[src/hdl/hnlt_pkg.sv]
// Package for the heartbeat node liveness table.
// Holds table sizes, field widths, request and register codes and the shared types.
// Used by every module of the block; depends on nothing.
package hnlt_pkg;

	// Table geometry and field widths.
	localparam int NODE_SLOTS     = 8;
	localparam int IDX_W          = 3;
	localparam int NODE_W         = 8;
	localparam int AGE_W          = 18;
	localparam int LIVE_W         = 4;
	localparam int TIMEOUT_W      = 16;
	localparam int STATUS_W       = 8;
	localparam int TICK_PERIOD_MS = 2;
	localparam int AGE_LIMIT_FACTOR = 3;
	localparam int FAULT_BIT      = 0;
	localparam logic [AGE_W-1:0] AGE_STEP = AGE_W'(2);

	// Stream payload widths.
	localparam int S_TDATA_W = 24;
	localparam int S_TUSER_W = 2;
	localparam int M_TDATA_W = 16;

	// Configuration port.
	localparam int PADDR_W = 4;
	localparam int PDATA_W = 32;

	// Request kinds carried in the input tuser.
	typedef enum logic [1:0] {
		REQ_HEARTBEAT = 2'd0,
		REQ_TICK      = 2'd1,
		REQ_CLEAR     = 2'd2,
		REQ_UNUSED    = 2'd3
	} req_t;

	// Register indexes (word address).
	typedef enum logic [1:0] {
		REG_MASTER_MODE = 2'd0,
		REG_TIMEOUT_MS  = 2'd1,
		REG_REPORT_LOSS = 2'd2,
		REG_MASTER_ID   = 2'd3
	} reg_idx_t;

	localparam logic [NODE_W-1:0] MASTER_ID_RESET = NODE_W'(63);

	typedef struct packed {
		logic                 master_mode;
		logic [TIMEOUT_W-1:0] timeout_ms;
		logic                 report_loss;
		logic [NODE_W-1:0]    master_node_id;
	} cfg_t;

	// Operations on the slot table.
	typedef enum logic [1:0] {
		SOP_NONE  = 2'd0,
		SOP_TAKE  = 2'd1,
		SOP_AGE   = 2'd2,
		SOP_CLEAR = 2'd3
	} slot_op_t;

	typedef struct packed {
		slot_op_t          op;
		logic [IDX_W-1:0]  idx;
		logic [NODE_W-1:0] id;
		logic [AGE_W-1:0]  limit;
	} slot_cmd_t;

	typedef struct packed {
		logic is_free;
		logic id_match;
		logic expired;
	} slot_stat_t;

endpackage

[src/hdl/hnlt_slot_unit.sv]
// Slot table of node ids and ages with the shared compare and aging unit.
// One slot is examined or updated per cycle at the index the sequencer gives.
// A clear empties every slot's node id at once. Depends on hnlt_pkg.
module hnlt_slot_unit (
	input  logic               clk,
	input  logic               arst_n,
	input  hnlt_pkg::slot_cmd_t cmd,
	output hnlt_pkg::slot_stat_t stat
);
	import hnlt_pkg::*;

	logic [NODE_W-1:0] slot_node_q [NODE_SLOTS];
	logic [AGE_W-1:0]  slot_age_q  [NODE_SLOTS];

	logic [NODE_W-1:0] sel_node;
	logic [AGE_W-1:0]  age_next;

	// Shared unit: compare the selected slot and compute its next age.
	always_comb begin
		sel_node      = slot_node_q[cmd.idx];
		age_next      = slot_age_q[cmd.idx] + AGE_STEP;
		stat.is_free  = (sel_node == '0);
		stat.id_match = (sel_node == cmd.id);
		stat.expired  = (age_next > cmd.limit);
	end

	// Table update.
	always_ff @(posedge clk or negedge arst_n) begin
		if (!arst_n) begin
			for (int i = 0; i < NODE_SLOTS; i++) begin
				slot_node_q[i] <= '0;
				slot_age_q[i]  <= '0;
			end
		end else begin
			case (cmd.op)
				SOP_TAKE: begin
					slot_node_q[cmd.idx] <= cmd.id;
					slot_age_q[cmd.idx]  <= '0;
				end
				SOP_AGE: begin
					if (!stat.is_free) begin
						if (stat.expired) begin
							slot_node_q[cmd.idx] <= '0;
							slot_age_q[cmd.idx]  <= '0;
						end else begin
							slot_age_q[cmd.idx] <= age_next;
						end
					end
				end
				SOP_CLEAR: begin
					for (int i = 0; i < NODE_SLOTS; i++) begin
						slot_node_q[i] <= '0;
					end
				end
				default: begin
				end
			endcase
		end
	end

endmodule

[src/hdl/hnlt_ctrl.sv]
// Sequencer of the heartbeat table: takes a request, walks the slots and builds the result.
// Holds the beat counter, the live count and the output register.
// Depends on hnlt_pkg.
module hnlt_ctrl (
	input  logic                            clk,
	input  logic                            arst_n,
	input  hnlt_pkg::cfg_t                  cfg,
	input  logic                            s_tvalid,
	output logic                            s_tready,
	// s_tdata: node_id[7:0], slave_status[15:8], send_ok[16], motor_running[17], zero pad
	input  logic [hnlt_pkg::S_TDATA_W-1:0]  s_tdata,
	// s_tuser: req_type[1:0]
	input  logic [hnlt_pkg::S_TUSER_W-1:0]  s_tuser,
	output logic                            m_tvalid,
	input  logic                            m_tready,
	// m_tdata: send_beat[0], slave_fault[1], slave_lost[2], no_slave_error[3],
	//          table_full[4], live_count[8:5], zero pad
	output logic [hnlt_pkg::M_TDATA_W-1:0]  m_tdata,
	output hnlt_pkg::slot_cmd_t             cmd,
	input  hnlt_pkg::slot_stat_t            stat
);
	import hnlt_pkg::*;

	typedef enum logic [4:0] {
		ST_IDLE      = 5'b00001,
		ST_HB_SCAN   = 5'b00010,
		ST_HB_WRITE  = 5'b00100,
		ST_TICK_SCAN = 5'b01000,
		ST_FINISH    = 5'b10000
	} state_t;

	state_t state_q;

	logic [IDX_W-1:0]     idx_q;
	logic [NODE_W-1:0]    id_q;
	logic                 running_q;
	logic                 send_q;
	logic                 fault_q;
	logic                 lost_q;
	logic                 no_slave_q;
	logic                 full_q;
	logic                 found_q;
	logic [IDX_W-1:0]     match_idx_q;
	logic                 free_found_q;
	logic [IDX_W-1:0]     free_idx_q;
	logic [LIVE_W-1:0]    count_q;
	logic [TIMEOUT_W-1:0] beat_count_q;
	logic [LIVE_W-1:0]    live_q;
	logic [AGE_W-1:0]     limit_q;
	logic                 m_tvalid_q;
	logic [M_TDATA_W-1:0] m_tdata_q;

	logic                 in_xfer;
	req_t                 in_req;
	logic [NODE_W-1:0]    in_node;
	logic [STATUS_W-1:0]  in_status;
	logic                 in_send_ok;
	logic                 in_running;
	logic                 last_slot;
	logic                 out_free;
	logic [TIMEOUT_W-1:0] beat_inc;
	logic [TIMEOUT_W-1:0] interval;
	logic [AGE_W-1:0]     limit;
	logic [LIVE_W-1:0]    count_next;
	logic                 hb_take;
	logic                 tick_take;
	logic                 beat_due;

	// Input unpacking and derived values.
	always_comb begin
		in_req     = req_t'(s_tuser);
		in_node    = s_tdata[NODE_W-1:0];
		in_status  = s_tdata[NODE_W +: STATUS_W];
		in_send_ok = s_tdata[NODE_W+STATUS_W];
		in_running = s_tdata[NODE_W+STATUS_W+1];
		s_tready   = (state_q == ST_IDLE);
		in_xfer    = s_tvalid && s_tready;
		last_slot  = (idx_q == IDX_W'(NODE_SLOTS - 1));
		out_free   = !m_tvalid_q || m_tready;
		beat_inc   = beat_count_q + TIMEOUT_W'(1);
		interval   = TIMEOUT_W'(cfg.timeout_ms / TICK_PERIOD_MS);
		limit      = AGE_W'((AGE_W'(cfg.timeout_ms) * AGE_W'(AGE_LIMIT_FACTOR))
			/ TICK_PERIOD_MS);
		count_next = count_q + LIVE_W'(!stat.is_free && !stat.expired);
		hb_take    = (in_req == REQ_HEARTBEAT) && cfg.master_mode
			&& (in_node != cfg.master_node_id);
		tick_take  = (in_req == REQ_TICK) && cfg.master_mode;
		beat_due   = (beat_inc >= interval);
	end

	// Command to the slot table.
	always_comb begin
		cmd.op    = SOP_NONE;
		cmd.idx   = idx_q;
		cmd.id    = id_q;
		cmd.limit = limit_q;
		unique case (state_q)
			ST_IDLE: begin
				if (in_xfer && in_req == REQ_CLEAR) begin
					cmd.op = SOP_CLEAR;
				end
			end
			ST_HB_WRITE: begin
				cmd.idx = found_q ? match_idx_q : free_idx_q;
				if (found_q || free_found_q) begin
					cmd.op = SOP_TAKE;
				end
			end
			ST_TICK_SCAN: begin
				cmd.op = SOP_AGE;
			end
			ST_HB_SCAN, ST_FINISH: begin
			end
			default: begin
			end
		endcase
	end

	// Sequencer.
	always_ff @(posedge clk or negedge arst_n) begin
		if (!arst_n) begin
			state_q      <= ST_IDLE;
			idx_q        <= '0;
			id_q         <= '0;
			running_q    <= 1'b0;
			send_q       <= 1'b0;
			fault_q      <= 1'b0;
			lost_q       <= 1'b0;
			no_slave_q   <= 1'b0;
			full_q       <= 1'b0;
			found_q      <= 1'b0;
			match_idx_q  <= '0;
			free_found_q <= 1'b0;
			free_idx_q   <= '0;
			count_q      <= '0;
			beat_count_q <= '0;
			live_q       <= '0;
			limit_q      <= '0;
			m_tvalid_q   <= 1'b0;
		end else begin
			// The output register loads a new result or drops the one just taken.
			if (state_q == ST_FINISH && out_free) begin
				m_tvalid_q <= 1'b1;
			end else if (m_tvalid_q && m_tready) begin
				m_tvalid_q <= 1'b0;
			end
			unique case (state_q)
				ST_IDLE: begin
					if (in_xfer) begin
						id_q         <= in_node;
						running_q    <= in_running;
						send_q       <= tick_take && beat_due && in_send_ok;
						fault_q      <= hb_take && in_status[FAULT_BIT];
						lost_q       <= 1'b0;
						no_slave_q   <= 1'b0;
						full_q       <= 1'b0;
						found_q      <= 1'b0;
						free_found_q <= 1'b0;
						idx_q        <= '0;
						count_q      <= '0;
						limit_q      <= limit;
						if (hb_take && in_node != '0) begin
							state_q <= ST_HB_SCAN;
						end else if (tick_take) begin
							state_q <= ST_TICK_SCAN;
						end else begin
							state_q <= ST_FINISH;
						end
						// A refused beat keeps the count so it is retried.
						if (tick_take) begin
							if (!beat_due) begin
								beat_count_q <= beat_inc;
							end else if (in_send_ok) begin
								beat_count_q <= '0;
							end
						end
						// A clear, or a tick outside master mode, empties the live count.
						if (in_req == REQ_CLEAR || (in_req == REQ_TICK && !cfg.master_mode)) begin
							live_q <= '0;
						end
					end
				end
				ST_HB_SCAN: begin
					// Remember the first matching slot and the first free slot.
					if (stat.id_match && !found_q) begin
						found_q     <= 1'b1;
						match_idx_q <= idx_q;
					end
					if (stat.is_free && !free_found_q) begin
						free_found_q <= 1'b1;
						free_idx_q   <= idx_q;
					end
					idx_q <= idx_q + IDX_W'(1);
					if (last_slot) begin
						state_q <= ST_HB_WRITE;
					end
				end
				ST_HB_WRITE: begin
					if (!found_q && !free_found_q) begin
						full_q <= 1'b1;
					end
					state_q <= ST_FINISH;
				end
				ST_TICK_SCAN: begin
					// Age one slot per cycle and count the survivors.
					if (!stat.is_free && stat.expired && cfg.report_loss) begin
						lost_q <= 1'b1;
					end
					count_q <= count_next;
					idx_q   <= idx_q + IDX_W'(1);
					if (last_slot) begin
						live_q     <= count_next;
						no_slave_q <= (count_next == '0) && running_q;
						state_q    <= ST_FINISH;
					end
				end
				ST_FINISH: begin
					if (out_free) begin
						state_q <= ST_IDLE;
					end
				end
				default: begin
					state_q <= ST_IDLE;
				end
			endcase
		end
	end

	// Result register payload.
	always_ff @(posedge clk) begin
		if (state_q == ST_FINISH && out_free) begin
			m_tdata_q <= {(M_TDATA_W - 5 - LIVE_W)'(0), live_q, full_q, no_slave_q,
				lost_q, fault_q, send_q};
		end
	end

	assign m_tvalid = m_tvalid_q;
	assign m_tdata  = m_tdata_q;

endmodule

[src/hdl/heartbeat_node_liveness_table_top.sv]
// Top level of the heartbeat node liveness table: configuration registers and wiring.
// Instantiates hnlt_ctrl and hnlt_slot_unit; depends on hnlt_pkg.
//
// Usage. Requests enter on the s_ stream: tuser carries the request kind (heartbeat,
// tick, clear) and tdata the node id, status byte, send_ok and motor_running flags.
// Each accepted request gives exactly one result transfer on the m_ stream with the
// beat, fault, loss, no-slave and table-full flags and the live node count.
// Configuration is written over the APB port (master_mode, timeout_ms, report_loss,
// master_node_id at word addresses 0 to 3); the user must write it only while no request
// is in flight, which the block does not enforce. After a heartbeat transfer m_tvalid
// rises once every slot has been searched, the matching or free slot updated and the
// output register loaded; after a tick, once every slot has been aged and the output
// register loaded; after a clear, an ignored request or a heartbeat from node 0, once
// the output register is loaded. The slot walk through the single shared compare and
// aging unit sets this order; one request is in work at a time.
// Reset empties the table, zeroes the beat counter and live count and loads the
// register defaults; the block is ready in the first cycle after reset.
// When the receiver stalls, the finished result waits in the output register and
// s_tready stays low once the next request is ready to deliver its own result.
module heartbeat_node_liveness_table_top (
	input  logic                            clk,
	input  logic                            arst_n,
	input  logic                            psel,
	input  logic                            penable,
	input  logic                            pwrite,
	input  logic [hnlt_pkg::PADDR_W-1:0]    paddr,
	input  logic [hnlt_pkg::PDATA_W-1:0]    pwdata,
	output logic [hnlt_pkg::PDATA_W-1:0]    prdata,
	output logic                            pready,
	input  logic                            s_tvalid,
	output logic                            s_tready,
	// s_tdata: node_id[7:0], slave_status[15:8], send_ok[16], motor_running[17], zero pad
	input  logic [hnlt_pkg::S_TDATA_W-1:0]  s_tdata,
	// s_tuser: req_type[1:0]
	input  logic [hnlt_pkg::S_TUSER_W-1:0]  s_tuser,
	output logic                            m_tvalid,
	input  logic                            m_tready,
	// m_tdata: send_beat[0], slave_fault[1], slave_lost[2], no_slave_error[3],
	//          table_full[4], live_count[8:5], zero pad
	output logic [hnlt_pkg::M_TDATA_W-1:0]  m_tdata
);
	import hnlt_pkg::*;

	cfg_t       cfg_q;
	slot_cmd_t  cmd;
	slot_stat_t stat;
	reg_idx_t   reg_idx;
	logic       wr_en;

	assign pready  = 1'b1;
	assign reg_idx = reg_idx_t'(paddr[PADDR_W-1:2]);
	assign wr_en   = psel && penable && pwrite && pready;

	// Register writes.
	always_ff @(posedge clk or negedge arst_n) begin
		if (!arst_n) begin
			cfg_q.master_mode    <= 1'b0;
			cfg_q.timeout_ms     <= '0;
			cfg_q.report_loss    <= 1'b0;
			cfg_q.master_node_id <= MASTER_ID_RESET;
		end else if (wr_en) begin
			unique case (reg_idx)
				REG_MASTER_MODE: cfg_q.master_mode    <= pwdata[0];
				REG_TIMEOUT_MS:  cfg_q.timeout_ms     <= pwdata[TIMEOUT_W-1:0];
				REG_REPORT_LOSS: cfg_q.report_loss    <= pwdata[0];
				REG_MASTER_ID:   cfg_q.master_node_id <= pwdata[NODE_W-1:0];
				default: begin
				end
			endcase
		end
	end

	// Register reads.
	always_comb begin
		unique case (reg_idx)
			REG_MASTER_MODE: prdata = PDATA_W'(cfg_q.master_mode);
			REG_TIMEOUT_MS:  prdata = PDATA_W'(cfg_q.timeout_ms);
			REG_REPORT_LOSS: prdata = PDATA_W'(cfg_q.report_loss);
			REG_MASTER_ID:   prdata = PDATA_W'(cfg_q.master_node_id);
			default:         prdata = '0;
		endcase
	end

	hnlt_ctrl u_ctrl (
		.clk      (clk),
		.arst_n   (arst_n),
		.cfg      (cfg_q),
		.s_tvalid (s_tvalid),
		.s_tready (s_tready),
		.s_tdata  (s_tdata),
		.s_tuser  (s_tuser),
		.m_tvalid (m_tvalid),
		.m_tready (m_tready),
		.m_tdata  (m_tdata),
		.cmd      (cmd),
		.stat     (stat)
	);

	hnlt_slot_unit u_slots (
		.clk    (clk),
		.arst_n (arst_n),
		.cmd    (cmd),
		.stat   (stat)
	);

endmodule
[config.mk]
export PLATFORM = sky130hd
export DESIGN_NAME = heartbeat_node_liveness_table_top
export DESIGN_NICKNAME = d
export VERILOG_FILES = /design/src/hdl/hnlt_pkg.sv /design/src/hdl/hnlt_slot_unit.sv /design/src/hdl/hnlt_ctrl.sv /design/src/hdl/heartbeat_node_liveness_table_top.sv
export SDC_FILE = /design/constraint.sdc
export NUM_CORES = 1
export LEC_CHECK = 0
export ABC_AREA = 1
export BUFFER_PORTS_ARGS = -buffer_cell sky130_fd_sc_hd__buf_2
export CORE_MARGIN = 2
export CORE_UTILIZATION = 35
export DETAILED_ROUTE_END_ITERATION = 10
export HOLD_SLACK_MARGIN = 0.15
export SLEW_MARGIN = 20
export SYNTH_ARGS = -nofsm -noshare
export SYNTH_HDL_FRONTEND = slang
export SYNTH_SLANG_ARGS = --single-unit
[constraint.sdc]
create_clock -name clk -period 6.4 [get_ports clk]
set_input_delay 0.32 -clock clk [delete_from_list [all_inputs] [get_ports clk]]
set_output_delay 0.32 -clock clk [all_outputs]
set_load 0.02 [all_outputs]
**After elaboration in Yosys (flattened, before gate mapping)**

Cells that the tools add are included.

- Word-level logic and storage cells: 198
- Bits in registers: 315
- Input port bits: 69
- Output and inout bits: 51

- Equality and inequality tests: 28
- Add/sub/neg operators: 4
- Mux-type cells: 54
- Reduce and logical (&&, ||, !) cells: 63
- Bitwise gates (word level): 5
- Order comparisons: 4
- Multipliers: 1

Operators by type and width:

| kind | count |
|---|---|
| $mux 144 | 2 |
| $pmux 144 s2 | 1 |
| $pmux 64 s3 | 1 |
| $and 144x144->144 | 1 |
| $bwmux 144 | 1 |
| $not 144->144 | 1 |
| $mux 64 | 2 |
| $pmux 32 s4 | 1 |
| $and 64x64->64 | 1 |
| $bwmux 64 | 1 |
| $not 64->64 | 1 |
| $bmux 18 s3 | 1 |
| $demux 18 s3 | 1 |
| $mux 18 | 3 |
| $mux 16 | 2 |
| $mux 5 | 6 |
| $pmux 5 s5 | 1 |
| $bmux 8 s3 | 1 |
| $demux 8 s3 | 1 |
| $mux 8 | 3 |
| $logic_and 1x1->1 | 22 |
| $reduce_and 2->1 | 10 |
| $add 18x2->18 const B | 1 |
| $gt 18x17->1 | 1 |
| other kinds (39) | 93 |

**Logic depth before layout (Yosys ltp)**

- Depth in word-level cells: 15
- Mapped depth: 42

**Modules after synthesis**

Synthesis repeated with hierarchy kept, for this count alone.

- Cell total of the unflattened synthesis: 2827
- Area total of the unflattened synthesis: 19533.7 sq um

Modules (own cells, without submodules):

| module | instances | sequential area each (sq um) | cells an instance | area each (sq um) |
|---|---|---|---|---|
| hnlt_slot_unit | 1 | 5205.0 | 2007 | 13047.5 |
| hnlt_ctrl | 1 | 2073.2 | 634 | 5086.1 |
| heartbeat_node_liveness_table_top | 1 | 658.1 | 186 | 1400.1 |

**Worst setup path before layout**

No wires, ideal clock.

- Path kind: reg-to-reg
- From: register u_ctrl.state_q[3]
- To: register u_ctrl.no_slave_q
- Path buffers: 4
- Cell stages (with the launch flop): 42
- Setup time: 0.077 ns
- Arrival: 5.082 ns
- Setup slack: 1.241 ns
- Clock period less this slack: 5.159 ns
- Cells stage by stage: dfrtp_1 > nor2_4 > nand3_4 > nand2_4 > nand2_4 > buf_4 > buf_2 > nand2_1 > o21ai_0 > nand2_1 > nand2_1 > nand2_1 > nand2_1 > inv_1 > ha_1 > nand2_1 > nor2_1 > nand2_1 > (+6 left out) > nor3_1 > o21ai_0 > nand2_1 > a21oi_1 > o21ai_0 > nand2_1 > nand2_1 > nand2_1 > nand2_2 > buf_6 > buf_4 > a21oi_1 > ha_1 > ha_1 > xor2_1 > nor4_1 > nand3_1 > a21oi_1

- Cells in the longest elaborated chain, start to end: 15
- Elaborated cells between the ends (all ways): 27
- Classes of those cells: add/sub: 2; order compare: 1; eq/ne: 5; mux: 9; bitwise: 1; reduce/logical: 9

Ends and longest elaborated chain:

| what | line | RTL |
|---|---|---|
| start: declaration | hnlt_ctrl.sv:32 | `state_t state_q;` |
| start signal: assignment | hnlt_ctrl.sv:122 | `state_q <= ST_IDLE;` |
| start signal: assignment | hnlt_ctrl.sv:163 | `state_q <= ST_HB_SCAN;` |
| start signal: assignment | hnlt_ctrl.sv:165 | `state_q <= ST_TICK_SCAN;` |
| $eq 5x3->1 | hnlt_ctrl.sv:97 | `unique case (state_q)` |
| $mux 3 | hnlt_ctrl.sv:97 |  |
| $not 3->4 (implied by the code) | hnlt_slot_unit.sv:20, hnlt_slot_unit.sv:21 |  |
| $bmux 18 s3 | hnlt_slot_unit.sv:21 | `age_next = slot_age_q[cmd.idx] + AGE_STEP;` |
| $mux 18 (implied by the code) (2 in a row) | hnlt_slot_unit.sv:21 |  |
| $add 18x2->18 | hnlt_slot_unit.sv:21 |  |
| $gt 18x17->1 | hnlt_slot_unit.sv:24 | `stat.expired = (age_next > cmd.limit);` |
| $logic_not 1->1 | hnlt_ctrl.sv:84 | `count_next = count_q + LIVE_W'(!stat.is_free && !stat.expired);` |
| $logic_and 1x1->1 | hnlt_ctrl.sv:84 |  |
| $add 4x1->4 | hnlt_ctrl.sv:84 |  |
| $logic_not 4->1 | hnlt_ctrl.sv:213 | `no_slave_q <= (count_next == '0) && running_q;` |
| $logic_and 1x1->1 | hnlt_ctrl.sv:213 |  |
| $mux 1 | hnlt_ctrl.sv:211 | `if (last_slot) begin` |
| $pmux 1 s2 | hnlt_ctrl.sv:147 | `unique case (state_q)` |
| end signal: assignment | hnlt_ctrl.sv:213 |  |
| end: declaration | hnlt_ctrl.sv:40 | `logic no_slave_q;` |

Parallel ways exist; a longest one is shown, timed or not. The select of a mux whose other input is x is not followed.
A chain may end at the register's enable or synchronous reset.

**Final worst setup path**

- From: register u_ctrl.state_q[3]
- To: register u_slots.slot_age_q[140] (netlist bit)

- Cells in the longest elaborated chain, start to end: 12
- Elaborated cells between the ends (all ways): 34
- Classes of those cells: add/sub: 1; order compare: 3; eq/ne: 6; mux: 15; bitwise: 3; reduce/logical: 6

Ends and longest elaborated chain:

| what | line | RTL |
|---|---|---|
| parallel branches: the longest is 12 deep, another holds $add 18x2->18 | -- |  |
| end signal: indexed assignment | hnlt_slot_unit.sv:46 | `slot_age_q[cmd.idx] <= age_next;` |
| end: declaration | hnlt_slot_unit.sv:13 | `logic [AGE_W-1:0] slot_age_q [NODE_SLOTS];` |

Several ways; the timed one is not identified. The select of a mux whose other input is x is not followed.

==> metrics.csv <==
metric,value,unit
TritonCTS Sinks,315,
GRT overflow,0,
ranking of synthesized cells by area,"dfrtp_1 35%, nand2_1 24%, nand3_1 7.1%, inv_1 6.2%, o21ai_0 4.1%",
Final Setup Violations,0,
fin area,0.02387,mm^2
postcts setup bufs,0,
R2R depth,33,
R2R Setup Slk,0.60,ns
classification of the worst setup path,flip-flop to flip-flop,
Clock Tree Buf Depth,3,
Initial Util,35.29,%
CTS tree,yes,
CP Data Required Time,6.87,ns
H-tree depth,2,
r2r startpoint,u_ctrl.state_q[3],
main flop type after synthesis,dfrtp_1,
Final Max Slew Viols,0,
Pre-Repair DR Iteration Count,6,
most frequent cells in the layout,"1334 x nand2_1, 352 x inv_1, 301 x nand3_1",
root buffer cell,clkbuf_16,
Synth area leader,dfrtp_1,
vias per cell,5.024,
Skew-Pair Late Insertion Delay,0.60,ns
Hold WC Path Type,input pin to flip-flop,
vias,20590,
Final Hold Viols,0,
n_diodes,0,
hold path start,s_tuser[0],
Hold Path End,u_ctrl.state_q[3],
global-route usage over all layers,20.79,%
number of global-route vias before repair,18980,
Seq cells post-synth,315,
FF-to-FF End,u_slots.slot_age_q[140],
largest net degree at the start of global routing,76,
Synth top area share,35.26,%
Worst-path clk slew,0.06,ns
Final ANT Viol Nets,0,
CP Max Fanout,49,
Synth async-reset ratio,97.14,%
CTS buffer count,39,
Die W,250.2,um
# IOs,120,
gp weighted congestion,0.9092,
area delta synth->final,12.49,%
setup TNS,0,ns
initial antenna violation count,0,
Initial DRC Count,1919,
Max stage delay on crit path,0.58,ns
peak supply drop,0.2389,mV
drt drc,0,
Syn Area/Cell,6.556,um^2
Die ar.,0.06262,mm^2
yosys warns,0,
Peak Freq,172.4,MHz
max-cap viol count,0,
num rows,90,
Fillers,6431,
"EDFF count, synth",9,
core area,0.06013,mm^2
wire per inst,15.97,um
drt total wl,65.47,mm
Mapped Area,0.02122,mm^2
outcome,completed,
Worst Hold Depth,5,
Pleak,12.82,nW
Final HPWL DP,43.92,mm
most frequent CP cell,nand2_1,
Rel. slew slack,30.34,%
Setup Skew,0.03420,ns
period utilization,90.63,%
Pwr Density,433.9,mW/mm^2
first-pass GRT wire length,105.3,mm
PortBufs,64,
sequential fraction of the synthesis area,37.40,%
endpoint class of the critical path,flip-flop,
Worst Path Arrival,6.27,ns
Tightest Pin Transition,1.041,ns
DP Area,0.02221,mm^2
Gate Count Post-Synth,3237,
fin nets,3420,
proportion of layout cells with a drive suffix above 1,7.808,%
"commonest non-fill, non-tap cell in the layout",nand2_1,
minimum clock period,5.800,ns
Critical Path Source Type,flip-flop,
number of distinct library cells after synthesis,45,
RSZ-0062 raised after global routing,false,
final hold slack,0.2034,ns
critical path's slowest cell,buf_4,
Die Y,250.2,um
==> stage by stage <==
stage | utilization (%) | power (W) | worst slack [ns] | instances
after CTS | 39.68 | 0.01036 | 0.4940 | 4099
final | 39.70 | 0.01036 | 0.5998 | 4099
after detailed placement | 36.93 | 0.008038 | 0.5445 | 3996
after global placement | 36.93 | 0.007990 | 0.5484 | 3996
after global routing | 39.70 | 0.01120 | 0.06765 | 4099
after floorplan | - | 0.006466 | 1.241 | 3259
==> where the power goes <==
group	total, W	switching, W	internal (W)
registers	0.00294	0.000398	0.00255
logic	0.00515	0.00366	0.00150
clock network	0.00226	0.000958	0.00130
total	0.0104	0.00501	0.00535
==> critical path: cells and delay by family, from the launching register on <==
family | cells | cell delay (ns)
AND/OR/NAND/NOR | 21 | 2.62
AO/OA/AOI/OAI | 4 | 0.42
buffers and inverters | 5 | 1.25
XOR/XNOR | 1 | 0.26
flip-flops | 1 | 0.44
adder cells (fa/ha/maj) | 2 | 0.57
==> timing repair <==
item / CTS / global route
endpoints found under the hold margin: 113 / 0
resized for setup: 0 / 3
endpoints found under the setup margin: 0 / 52
hold buffers: 37 / 0
==> Yosys cell counts, types with 24 or more instances <==
master,number
a21oi_1,70
buf_1,24
buf_2,47
buf_4,41
clkbuf_1,54
dfrtp_1,299
ha_1,58
inv_1,353
nand2_1,1335
nand3_1,301
nand4_1,24
nor2_1,198
o21ai_0,173
o21ai_1,52
o22ai_1,24
xor2_1,38
==> state kept, by name, summed over array words and instances, names as in the netlist, 4 cells and up <==
register,count
u_slots.slot_age_q,144
u_slots.slot_node_q,64
u_ctrl.state_q,5
u_ctrl.limit_q,17
u_ctrl.count_q,4
u_ctrl.beat_count_q,16
u_ctrl.m_tdata,9
u_ctrl.live_q,4
u_ctrl.id_q,8
cfg_q,26
==> cells by family (layout without fill, tap and decap cells) <==
kind of cell | count (synthesis) | after routing | share of synthesized area, %
fa+ha+maj | 59 | 59 | 3.514
flops | 315 | 315 | 37.40
other cells | 2 | 24 | 0.03539
simple gates | 1923 | 1923 | 37.32
mux | 7 | 7 | 0.3715
buf+inv | 538 | 596 | 10.84
compound gates | 350 | 350 | 8.744
xor+xnor | 43 | 43 | 1.775
==> area by class of cell <==
| class | instances | area [um^2] | share of cell area (%) |
|---|---|---|---|
| Inverter | 363 | 1363 | 5.708 |
| Clock inverter | 11 | 175.2 | 0.7338 |
| Tap cell | 782 | 978.4 | 4.099 |
| Multi-Input combinational cell | 2406 | 11100 | 46.50 |
| Clock buffer | 55 | 1107 | 4.639 |
| Timing Repair Buffer | 167 | 1212 | 5.079 |
| Sequential cell | 315 | 7936 | 33.25 |
==> routing by layer <==
metal | up-vias | track usage (%) | wire length, um
met5 | - | 0 | 0
met4 | 0 | 5.680 | 1298
met1 | 9621 | 28.97 | 29710
li1 | 10210 | - | -
met3 | 87 | 3.180 | 4485
met2 | 672 | 33.52 | 29970
==> how the worst max path moves through the flow <==
stage / startpoint / slack [ns] / end / cells after the start
after detailed placement: u_ctrl.state_q[1] / 0.54 / u_ctrl.no_slave_q / 36
final: u_ctrl.state_q[3] / 0.60 / u_slots.slot_age_q[140] / 33
after floorplan: u_ctrl.state_q[3] / 1.24 / u_ctrl.no_slave_q / 41
after global placement: u_ctrl.state_q[3] / 0.55 / u_ctrl.no_slave_q / 33
after CTS: u_ctrl.state_q[3] / 0.49 / u_slots.slot_age_q[140] / 33
after global routing: u_ctrl.state_q[3] / 0.07 / u_slots.slot_age_q[61] / 33
(Power assumes the default switching activity.)
